--- src/rtl/core/bstp_pkg.sv ---
// bstp_pkg: shared types, constants and defaults for the bound score table
// entry word layout, bound flags, controller command/status bundles
// no dependencies
package bstp_pkg;

  localparam int unsigned CLUSTER_COUNT_DEF = 4096;
  localparam int unsigned WAYS_DEF          = 4;

  localparam int unsigned ENTRY_W = 64;
  localparam int unsigned HASH_W  = 64;
  localparam int unsigned TAG_W   = 16;
  localparam int unsigned DEPTH_W = 6;
  localparam int unsigned GEN_W   = 6;
  localparam int unsigned SCORE_W = 16;
  localparam int unsigned MOVE_W  = 16;

  // bits of hash folded into the remainder per reduction step
  localparam int unsigned MOD_BITS  = 8;
  localparam int unsigned MOD_STEPS = HASH_W / MOD_BITS;
  localparam int unsigned MCNT_W    = $clog2(MOD_STEPS + 1);

  localparam logic KIND_PROBE = 1'b0;
  localparam logic KIND_STORE = 1'b1;

  typedef enum logic [1:0] {
    FLAG_EXACT    = 2'd0,
    FLAG_LOWER    = 2'd1,
    FLAG_UPPER    = 2'd2,
    FLAG_TEMPERED = 2'd3
  } flag_e;

  typedef struct packed {
    logic [TAG_W-1:0]   tag;
    logic [MOVE_W-1:0]  move;
    logic [SCORE_W-1:0] score;
    logic               mp;
    logic [GEN_W-1:0]   gen;
    logic [DEPTH_W-1:0] depth;
    flag_e              flag;
    logic               valid;
  } entry_t;

  typedef struct packed {
    logic clr_step;
    logic cap;
    logic mod_step;
    logic rd_en;
    logic walk_en;
    logic wr_en;
    logic out_load;
  } cmd_t;

  typedef struct packed {
    logic clr_last;
    logic mod_done;
    logic walk_done;
  } sts_t;

endpackage

--- src/rtl/core/bstp_ctrl.sv ---
// bstp_ctrl: sequencer for clear sweep, index reduction, read, way walk,
// write back and result hand-off; uses bstp_pkg
module bstp_ctrl (
  input  logic          clk_i,
  input  logic          rst_ni,
  input  logic          in_valid_i,
  output logic          in_ready_o,
  output logic          out_valid_o,
  input  logic          out_ready_i,
  input  bstp_pkg::sts_t sts_i,
  output bstp_pkg::cmd_t cmd_o
);

  typedef enum logic [2:0] {
    ST_CLEAR,
    ST_IDLE,
    ST_MOD,
    ST_READ,
    ST_WALK,
    ST_WRITE,
    ST_DONE
  } state_e;

  state_e state_q, state_d;
  logic   out_valid_q;

  always_comb begin
    cmd_o   = '0;
    state_d = state_q;
    case (state_q)
      ST_CLEAR: begin
        cmd_o.clr_step = 1'b1;
        if (sts_i.clr_last) state_d = ST_IDLE;
      end
      ST_IDLE: begin
        cmd_o.cap = in_valid_i;
        if (in_valid_i) state_d = ST_MOD;
      end
      ST_MOD: begin
        cmd_o.mod_step = !sts_i.mod_done;
        if (sts_i.mod_done) state_d = ST_READ;
      end
      ST_READ: begin
        cmd_o.rd_en = 1'b1;
        state_d     = ST_WALK;
      end
      ST_WALK: begin
        cmd_o.walk_en = 1'b1;
        if (sts_i.walk_done) state_d = ST_WRITE;
      end
      ST_WRITE: begin
        cmd_o.wr_en = 1'b1;
        state_d     = ST_DONE;
      end
      ST_DONE: begin
        cmd_o.out_load = !out_valid_q || out_ready_i;
        if (!out_valid_q || out_ready_i) state_d = ST_IDLE;
      end
      default: begin
        state_d = ST_IDLE;
      end
    endcase
  end

  always_ff @(posedge clk_i or negedge rst_ni) begin
    if (!rst_ni) begin
      state_q     <= ST_CLEAR;
      out_valid_q <= 1'b0;
    end else begin
      state_q <= state_d;
      if (cmd_o.out_load) begin
        out_valid_q <= 1'b1;
      end else if (out_ready_i) begin
        out_valid_q <= 1'b0;
      end
    end
  end

  assign in_ready_o  = (state_q == ST_IDLE);
  assign out_valid_o = out_valid_q;

endmodule

--- config.mk ---
export PLATFORM = sky130hd
export DESIGN_NAME = bstp_ctrl
export DESIGN_NICKNAME = d
export VERILOG_FILES = /design/src/rtl/core/bstp_pkg.sv /design/src/rtl/core/bstp_ctrl.sv
export SDC_FILE = /design/constraint.sdc
export NUM_CORES = 1
export LEC_CHECK = 0
export ABC_AREA = 1
export BUFFER_PORTS_ARGS = -buffer_cell sky130_fd_sc_hd__clkbuf_2
export CORE_AREA = 5 5 42 44
export DETAILED_ROUTE_END_ITERATION = 6
export DIE_AREA = 0 0 47 49
export HOLD_SLACK_MARGIN = 0.03
export MAX_ROUTING_LAYER = met4
export PLACE_DENSITY_LB_ADDON = 0.05
export SLEW_MARGIN = 15
export SYNTH_ARGS = -nofsm -noshare
export SYNTH_HDL_FRONTEND = slang
export SYNTH_SLANG_ARGS = --single-unit
--- constraint.sdc ---
create_clock -name clk_i -period 1.6 [get_ports clk_i]
set_clock_uncertainty 0.05 [all_clocks]
set_input_delay 0.24 -clock clk_i [delete_from_list [all_inputs] [get_ports clk_i]]
set_output_delay 0.24 -clock clk_i [all_outputs]
set_load 0.05 [all_outputs]
# Word level (Yosys, flattened, before mapping)
# Cells that the tools add are included.
[op_classes]
eq_ne = 11
mux = 15
reduce_logical = 6
[op_table]
columns = ["cell", "count"]
rows = [
  ["3-bit one-hot mux with 7 select lines", 1],
  ["3-bit 2-to-1 mux", 5],
  ["2-bit != test, second input constant", 5],
  ["3-bit == test, second input constant", 3],
  ["1-bit 2-to-1 mux", 9],
  ["3-bit by 2-bit == test with 1-bit output, second input constant", 2],
  ["5-bit AND reduction", 1],
  ["3-bit by 1-bit == test with 1-bit output, second input constant", 1],
  ["3-bit zero test", 1],
  ["1-bit zero test", 2],
  ["2-bit nonzero test", 1],
  ["1-bit logical OR", 1],
]
[word_totals]
register_bits = 4
output_inout_bits = 9
wordCells = 34

# Depth between registers and ports, before layout
# Gate-level depths: netlist (run 1).
[depth]
ltp_word = 4
ltp_mapped = 8

# Worst setup path before layout (run 1)
# Ideal clock, no wire load.
[synth_path]
path_type = "reg-to-output"
start = "reg state_q[0]"
end = "out cmd_o[6] in the netlist's numbering"
t_arrival_ns = 1.539
slack_ns = -0.229
path_stages_with_launch = 2
path_cell_list = "dfrtp_1 > nor3_1"
[synth_lines]
columns = ["item", "line", "rtl"]
rows = [
  ["start: declaration", "bstp_ctrl.sv:24", "state_e state_q, state_d;"],
  ["start signal: assignment", "bstp_ctrl.sv:70", "state_q <= state_d;"],
  ["end: declaration", "bstp_ctrl.sv:11", "output bstp_pkg::cmd_t cmd_o"],
]

==> qor.csv, run 1 <==
stage;metric;value;unit
synth;synthDominantCellAreaShare;28.9;%
clock_tree;clk_pin_slew;40;ps
placed_design;gp_congestion;0.716;
timing;period_minus_slack;1540;ps
setup_path;cp_data_required_time;1310;ps
die;start_util;24.7;%
cells_and_area;antenna_cells;0;
route;drc;0;
power_and_ir_drop;leakage;0.317;nW
cells_and_area;stdcell_count;94;
cells_and_area;multiInputGateArea;213;um^2
route;drt_iter0_markers;2;
synth;synth.distinct_cells;16;
grt;antenna_found_initial;0;
job;maxCapViolations;0;
synth;synth.avg_cell_area;6.19;um^2
setup_path;cp-end-kind;primary output;
timing;slew_violations;0;
timing;hold_violations;0;
clock_tree;cts_tree;yes;
status;status;completed;
route;drtAntennaViolNets;0;
synth;yosysWarningCount;0;
timing;setup_viol;0;
grt;gr-usage-all-layers;9.83;%
grt;gr-total-overflow;0;
synth;synth_nets;64;
die;dieArea;2300;um^2
clock_tree;root_buffer;clkbuf_4;
grt;grt_max_degree;9;
die;rows;14;
cells_and_area;fin_area;534;um^2
timing;maxSlewHeadroom;81.6;%
clock_tree;clk_path_buf_depth;2;
die;fp.dieH;49;um
route;wl;897;um
cells_and_area;fin_nets;88;
die;die_w;47;um
clock_tree;numCtsBuffers;3;
placed_design;dp.cells;88;
placed_design;place_area;457;um^2
placed_design;dp_hpwl;733;um
synth;synth_cells;56;
cells_and_area;fin_util;38.1;%
placed_design;port_buffers;15;
timing;fmax;650;MHz
power_and_ir_drop;p_total;0.00106;W
cells_and_area;fill_cells;173;
synth;ys_ff_latch;4;
cells_and_area;synthToLayoutAreaGrowth;54.2;%
worst_hold_path;hold_class;primary input to register;
synth;synth.largest_area_cell;dfrtp_1;
die;io_pins;16;
power_and_ir_drop;power.density;1990;nW/um^2
setup_path;arrival;1250;ps
power_and_ir_drop;vdd_drop_max;0.714;mV
timing;tightest_slew;278;ps
synth;yosysSeqAreaShare;28.9;%
clock_tree;htree_levels;1;
setup_path;cp_max_fo;8;
setup_path;critical_path.startpoint_type;register;
setup_path;path_class;register to primary output;
route;drt-wirelength-per-cell;9.54;um
route;viasPerCell;4.39;
grt;grt_pass1_vias;410;
synth;ys_top_cells_by_area;dfrtp_1, nand2_1, nand3_1, inv_1, nor2_1;
clock_tree;clock-sinks;4;
timing;finalCritPeriodShare;96.1;%
cells_and_area;drive_above_1_share;51.3;%
route;drt-pass1-iter-count;4;
die;core_area;1400;um^2
synth;syn-cell-area;347;um^2
route;vias;413;
cells_and_area;seq_area;104;um^2
grt;grt_pass1_wl;1570;um
clock_tree;insertion_delay;230;ps
-- worst paths after layout --
check / start / end / slack [ps] / depth (start not counted)
hold reg to reg: out_valid_o$_DFFE_PN0P_ / out_valid_o$_DFFE_PN0P_ / 500 / 2
hold / removal: out_ready_i / out_valid_o$_DFFE_PN0P_ / 170 / 2
min in group asynchronous: rst_ni / out_valid_o$_DFFE_PN0P_ / 290 / 2
setup / recovery: state_q[2]$_DFFE_PN0P_ / cmd_o[6] / 60 / 3
max in group asynchronous: rst_ni / state_q[0]$_DFFE_PN0P_ / 1070 / 2
setup reg to reg: state_q[2]$_DFFE_PN0P_ / state_q[1]$_DFFE_PN0P_ / 360 / 6
-- state kept, by name, indices dropped and copies added, names as in the netlist --
name         count
out_valid_o      1
state_q          3
-- critical path, cell delays in order, from the launching register on --
cell and delay (ps):
dfrtp_2 470, buf_4 160, nor3_2 90, clkbuf_2 290
-- metrics by stage --
stage                     hold WS (ps)  TNS, ps  setup WS [ps]
final                              171        0           62.4
after global routing               192    -22.8          -22.8
after global placement           0.479        0            158
after detailed placement        -0.690        0            172
after floorplan                   -106    -19.1          -13.1
after CTS                          170        0           13.6
-- cells in the final DEF, fill, tap and decap left out --
cell | synthesis | layout
nand3b_1 | 1 | 1
buf_6 | 0 | 1
clkbuf_2 | 0 | 10
dfrtp_2 | 0 | 3
buf_4 | 0 | 5
nor2_1 | 7 | 3
nor3_2 | 0 | 1
inv_1 | 8 | 8
or2_0 | 1 | 1
clkinv_1 | 1 | 1
nand3_1 | 7 | 7
ha_1 | 1 | 1
dfrtp_1 | 4 | 1
nand3_2 | 1 | 1
nor2_2 | 3 | 7
o21bai_1 | 1 | 1
nand2_2 | 3 | 3
clkbuf_4 | 0 | 5
o21ai_0 | 1 | 1
dlygate4sd3_1 | 0 | 1
nand2_1 | 12 | 12
inv_4 | 0 | 1
inv_2 | 4 | 3
-- metal layers --
layer	part of all wire, %	track usage (%)	vias to the layer above	wire length (um)
met5	0	-	-	0
met4	1.4	6.91	0	13
li1	-	-	214	-
met3	6.0	3.32	2	54
met1	41	10.4	185	364
met2	52	14.7	12	465
-- final cells by class --
type / instances / area share [%]
Sequential cell: 4 / 19.4
Multi-Input combinational cell: 39 / 39.8
Clock buffer: 3 / 4.22
Inverter: 13 / 9.60
Timing Repair Buffer: 19 / 23.2
Tap cell: 16 / 3.75
-- synth_stat cells --
library cell / instances
nand2_1: 12
inv_1: 8
nand3_1: 7
nor2_1: 7
dfrtp_1: 4
inv_2: 4
nand2_2: 3
nor2_2: 3
clkinv_1: 1
ha_1: 1
nand3_2: 1
nand3b_1: 1
nor3_1: 1
o21ai_0: 1
o21bai_1: 1
or2_0: 1
-- report_power, final --
part / internal, W / switching [W] / leakage (nW)
logic: 0.000238 / 0.000481 / 0.255
clock network: 0.0000839 / 0.0000407 / 0.0138
registers: 0.000143 / 0.0000761 / 0.0482
total: 0.000465 / 0.000598 / 0.317
-- cell families (layout without fill, tap and decap cells) --
logic type	after synthesis	in the layout	share of synthesized area, %
fa+ha+maj	1	1	3.61
compound gates	2	2	3.61
buf+inv	13	35	14.1
flops	4	4	28.9
simple gates	36	36	49.8
-- repair_timing --
| item | in CTS | in global routing |
|---|---|---|
| hold endpoints to repair | 4 | 0 |
| cloned | 0 | 0 |
| endpoints found under the setup margin | 4 | 7 |
| setup buffers | 0 | 2 |
| hold buffers | 1 | 0 |
| gates resized for setup | 6 | 12 |
Power figures use the tool's default switching activity.
==> inputs of run 2 (changes only) <==
ABC_AREA = default   (was 1)
==> qor.csv, run 2 <==
stage;metric;value;unit
die;fp.dieH;49;um
synth;yosysSeqAreaShare;28.1;%
grt;grt-busiest-layer;met2;
route;drtAntennaViolNets;0;
synth;async_flop_share;100;%
setup_path;cp_data_required_time;1310;ps
cells_and_area;synthToLayoutAreaGrowth;58.9;%
clock_tree;htree_levels;1;
setup_path;slowest_stage;dfrtp_2;
synth;ys.flop_type;dfrtp_1;
cells_and_area;layout_common_cells;clkbuf_2, buf_4, nor2_1, a21oi_1, clkbuf_4;
die;dieArea;2300;um^2
timing;slew_violations;0;
placed_design;gp_congestion;0.754;
clock_tree;root_buffer;clkbuf_4;
grt;grt_pass1_vias;386;
setup_path;critical_path.startpoint_type;register;
synth;yosys-top-cells-count;nor2_1, a21oi_1, dfrtp_1, inv_1;
die;die_w;47;um
synth;synth_most_common_cell;nor2_1;
die;core_area;1400;um^2
clock_tree;clk_path_buf_depth;2;
worst_hold_path;hold_class;primary input to register;
timing;period_minus_slack;1560;ps
synth;synth_nets;55;
setup_path;cp_max_fo;6;
placed_design;port_buffers;15;
synth;ys_top_cells_by_area;dfrtp_1, a21oi_1, nor2_1, mux2i_1, inv_1;
setup_path;critPathBufInv;2;
route;drc;0;
clock_tree;numCtsBuffers;3;
synth;synthDominantCellAreaShare;28.1;%
synth;synth.distinct_cells;22;
setup_path;cp-end-kind;primary output;
timing;hold_violations;0;
setup_path;worstPathCellList;buf_4 > nor3_1 > buf_2;
grt;grt_max_degree;9;
grt;gr-usage-all-layers;8.91;%
clock_tree;postCtsSetupRepairBufs;0;
timing;tightest_slew;277;ps
clock_tree;clk_pin_slew;40;ps
die;start_util;25.4;%
clock_tree;cts_tree;yes;
timing;hold_slack;181;ps
cells_and_area;drive_above_1_share;51.4;%
synth;syn-cell-area;357;um^2
clock_tree;insertion_delay;220;ps
status;status;completed;
cells_and_area;antenna_cells;0;
route;vias;391;
die;rows;14;
setup_path;path_class;register to primary output;
power_and_ir_drop;leakage;0.284;nW
timing;finalCritPeriodShare;97.5;%
setup_path;cpPeakStageDelay;430;ps
synth;yosysWarningCount;0;
setup_path;arrival;1270;ps
cells_and_area;fin_util;40.4;%
route;drt_iter0_markers;0;
job;maxCapViolations;0;
synth;synth_cells;47;
cells_and_area;fin_nets;80;
grt;grt_pass1_wl;1480;um
clock_tree;clock-sinks;4;
route;viasPerCell;4.55;
cells_and_area;regMostFlops;state_q;
grt;gr-total-overflow;0;
die;io_pins;16;
cells_and_area;stdcell_count;86;
synth;synth_edf_count;0;
setup_path;reg2reg_slack;120;ps
grt;antenna_found_initial;0;
setup_path;critPathTopFamily;buffers and inverters;
power_and_ir_drop;vdd_drop_max;0.914;mV
route;drt-pass1-iter-count;1;
timing;rsz0062_at_grt;yes;
power_and_ir_drop;p_total;0.00127;W
cells_and_area;largest_register_ffs;3;
grt;grt_use_met1;11.1;%
route;wl;901;um
synth;ys_ff_latch;4;
placed_design;dp.cells;82;
grt;met2_usage;13.6;%
cells_and_area;fill_cells;158;
timing;fmax;641;MHz
synth;synth.largest_area_cell;dfrtp_1;
synth;synth.avg_cell_area;7.59;um^2
cells_and_area;final_common_cell;clkbuf_2;
grt;met3_usage;1.48;%
timing;setup_viol;0;
timing;maxSlewHeadroom;81.6;%
route;drt-wirelength-per-cell;10.5;um
power_and_ir_drop;power.density;2240;nW/um^2
==> run 2: cell count changes after synthesis, sizes merged, moves of 2 or more <==
| cell | previous run | this run |
|---|---|---|
| nand2 | 15 | 2 |
| inv | 12 | 4 |
| nand3 | 8 | 0 |
| a21oi | 0 | 6 |
| buf | 0 | 3 |
| o21ai | 1 | 4 |
| and2 | 0 | 2 |
| mux2i | 0 | 2 |
| nand2b | 0 | 2 |
| nor2 | 10 | 8 |
==> run 2: metrics by stage <==
step	setup slack, ps	TNS, ps	cell area (um^2)
3_3_place_gp	109	0	489
5_1_grt	-21.1	-38.9	567
3_5_place_dp	99.8	0	489
4_1_cts	-8.03	-12.9	549
6_report	40.0	0	567
2_1_floorplan	-330	-850	363
==> run 2: logic make-up (layout without fill, tap and decap cells) <==
group | count (synthesis) | in the layout | share of synthesized area [%]
flops | 4 | 4 | 28.1
fa+ha+maj | 1 | 1 | 3.51
simple gates | 20 | 20 | 28.8
mux | 2 | 2 | 5.61
compound gates | 13 | 13 | 23.9
buf+inv | 7 | 30 | 10.2
==> run 2: per-layer routing <==
layer | vias up | routed length, um | share of wire (%)
li1 | 210 | - | -
met1 | 170 | 367 | 41
met2 | 11 | 458 | 51
met3 | 0 | 76 | 8.4
met4 | 0 | 0 | 0
met5 | - | 0 | 0
==> run 2: worst paths after layout <==
| kind | from | endpoint | cells after the start |
|---|---|---|---|
| setup / recovery | state_q[1]$_DFFE_PN0P_ | cmd_o[2] | 3 |
| hold / removal | out_ready_i | out_valid_o$_DFFE_PN0P_ | 2 |
| setup reg to reg | state_q[1]$_DFFE_PN0P_ | state_q[0]$_DFFE_PN0P_ | 6 |
| hold reg to reg | out_valid_o$_DFFE_PN0P_ | out_valid_o$_DFFE_PN0P_ | 2 |
| max in group asynchronous | rst_ni | state_q[0]$_DFFE_PN0P_ | 2 |
| min in group asynchronous | rst_ni | state_q[1]$_DFFE_PN0P_ | 2 |
==> run 2: power breakdown <==
| part | leakage (nW) | total (W) | switching (W) | internal [W] |
|---|---|---|---|---|
| clock network | 0.0138 | 0.000117 | 0.0000335 | 0.0000834 |
| registers | 0.0490 | 0.000219 | 0.0000691 | 0.000150 |
| logic | 0.221 | 0.000933 | 0.000564 | 0.000369 |
==> run 2: final cells by class <==
type,count,area (um^2),area share (%)
multi-input combinational,36,239,42.2
timing repair buffer,23,168,29.6
sequential,4,103,18.1
clock buffer,3,22.5,3.97
tap,16,20.0,3.53
inverter,4,15.0,2.65
==> run 2: what timing repair did <==
| item | 4_1_cts | 5_1_grt |
|---|---|---|
| gates resized for setup | 8 | 12 |
| endpoints found under the hold margin | 4 | 0 |
| hold buffers | 1 | 0 |
| cloned | 0 | 0 |
| setup endpoints to repair | 4 | 8 |
==> inputs of run 3 (changes only) <==
REMOVE_ABC_BUFFERS = 1   (was default)
==> qor.csv, run 3 (same netlist as run 2, synthesis figures left out) <==
stage;metric;value;unit
cells_and_area;regMostFlops;state_q;
setup_path;reg2reg_depth;6;
die;fp.dieH;49;um
clock_tree;cts_tree;yes;
placed_design;place_area;475;um^2
die;io_pins;16;
timing;fmax;657;MHz
placed_design;gp_congestion;0.692;
setup_path;cp-end-kind;primary output;
timing;hold_slack;189;ps
clock_tree;clock-sinks;4;
clock_tree;clk_path_buf_depth;2;
grt;antenna_found_initial;0;
worst_hold_path;hold_start;out_ready_i;
cells_and_area;stdcell_count;87;
setup_path;r2r-start;state_q[2]$_DFFE_PN0P_;
route;drt-wirelength-per-cell;11.9;um
placed_design;dp.cells;81;
power_and_ir_drop;leakage;0.297;nW
clock_tree;numCtsBuffers;3;
clock_tree;htree_levels;1;
die;core_area;1400;um^2
route;drc;0;
grt;grt_pass1_vias;425;
route;viasPerCell;4.67;
setup_path;arrival;1230;ps
setup_path;cp_max_fo;9;
setup_path;critical_path.startpoint_type;register;
cells_and_area;fill_cells;158;
power_and_ir_drop;vdd_drop_max;0.923;mV
timing;tightest_slew;278;ps
worst_hold_path;hold_end;out_valid_o$_DFFE_PN0P_;
cells_and_area;layout_common_cells;buf_4, clkbuf_2, nor2_1, a21oi_1, inv_1;
setup_path;cp_data_required_time;1310;ps
cells_and_area;fin_area;608;um^2
die;rows;14;
timing;slew_violations;0;
die;die_w;47;um
power_and_ir_drop;power.density;2310;nW/um^2
grt;gr-usage-all-layers;10.6;%
worst_hold_path;hold_class;primary input to register;
timing;maxSlewHeadroom;81.6;%
placed_design;port_buffers;15;
timing;hold_violations;0;
timing;setup_slack;77.3;ps
clock_tree;clk_pin_slew;40;ps
cells_and_area;final_common_cell;buf_4;
cells_and_area;fin_nets;81;
cells_and_area;drive_above_1_share;54.9;%
timing;period_minus_slack;1520;ps
route;drt-pass1-iter-count;3;
grt;grt_max_degree;10;
cells_and_area;largest_register_ffs;3;
clock_tree;root_buffer;clkbuf_4;
setup_path;r2r-end;state_q[0]$_DFFE_PN0P_;
status;status;completed;
cells_and_area;synthToLayoutAreaGrowth;70.5;%
route;wl;1040;um
route;drt_iter0_markers;3;
cells_and_area;antenna_cells;0;
grt;grt_pass1_wl;1740;um
placed_design;pre_cts_slack;59.5;ps
cells_and_area;fin_util;43.4;%
route;drtAntennaViolNets;0;
clock_tree;insertion_delay;230;ps
timing;rsz0062_at_grt;yes;
route;vias;406;
placed_design;dp_hpwl;806;um
worst_hold_path;hold_path_depth;2;
job;maxCapViolations;0;
timing;setup_viol;0;
setup_path;reg2reg_slack;100;ps
grt;gr-total-overflow;0;
timing;finalCritPeriodShare;95.2;%
die;start_util;25.4;%
setup_path;path_class;register to primary output;
die;dieArea;2300;um^2
run 3: cell count changes in the layout (fill, tap and decap cells not counted), sizes merged:
| cell | before | now |
|---|---|---|
| clkbuf | 14 | 12 |
| buf | 11 | 14 |
run 3: power by group:
part,internal (W),switching [W]
clock,0.0000837,0.0000385
combinational,0.000452,0.000626
sequential,0.000150,0.0000527
total,0.000685,0.000718
run 3: worst max-delay path by stage:
stage / from / to / cells past startpoint
after floorplan: state_q[1]$_DFFE_PN0P_ / cmd_o[5] / 3
after global placement: state_q[1]$_DFFE_PN0P_ / cmd_o[0] / 4
after detailed placement: state_q[1]$_DFFE_PN0P_ / cmd_o[0] / 4
after CTS: state_q[0]$_DFFE_PN0P_ / cmd_o[1] / 5
after global routing: state_q[2]$_DFFE_PN0P_ / cmd_o[4] / 4
final: state_q[2]$_DFFE_PN0P_ / cmd_o[4] / 4
run 3: what timing repair did:
action / 4_1_cts / 5_1_grt
hold buffers: 1 / 0
gates resized for setup: 15 / 15
pin swaps: 2 / 0
buffers inserted: 1 / 1
setup endpoints to repair: 5 / 8
hold endpoints to repair: 4 / 0
run 3: area by class of cell:
class                           count  area (um^2)  share of cell area, %
Clock buffer                        3         22.5                   3.70
Multi-Input combinational cell     36          259                   42.6
Tap cell                           16         20.0                   3.29
Sequential cell                     4          103                   16.9
Timing Repair Buffer               24          189                   31.1
Inverter                            4         15.0                   2.47
run 3: worst max-delay path: stages, from the launching register on:
cell and delay (ps):
dfrtp_1 380, buf_4 180, nor2_4 120, and2_1 160
buf_8 150
run 3: stage by stage:
step | power (W) | TNS (ps)
detailed placement | 0.00110 | 0
global placement | 0.00111 | 0
CTS | 0.00135 | 0
global route | 0.00151 | -18.2
finish | 0.00140 | 0
floorplan | 0.000808 | -1600
run 3: layer usage:
metal / routed length, um / up-vias / GRT usage (%)
met1: 457 / 181 / 12.0
met2: 511 / 12 / 17.0
li1: - / 211 / -
met3: 64 / 2 / 3.32
met4: 4 / 0 / 4.15
met5: 0 / - / -
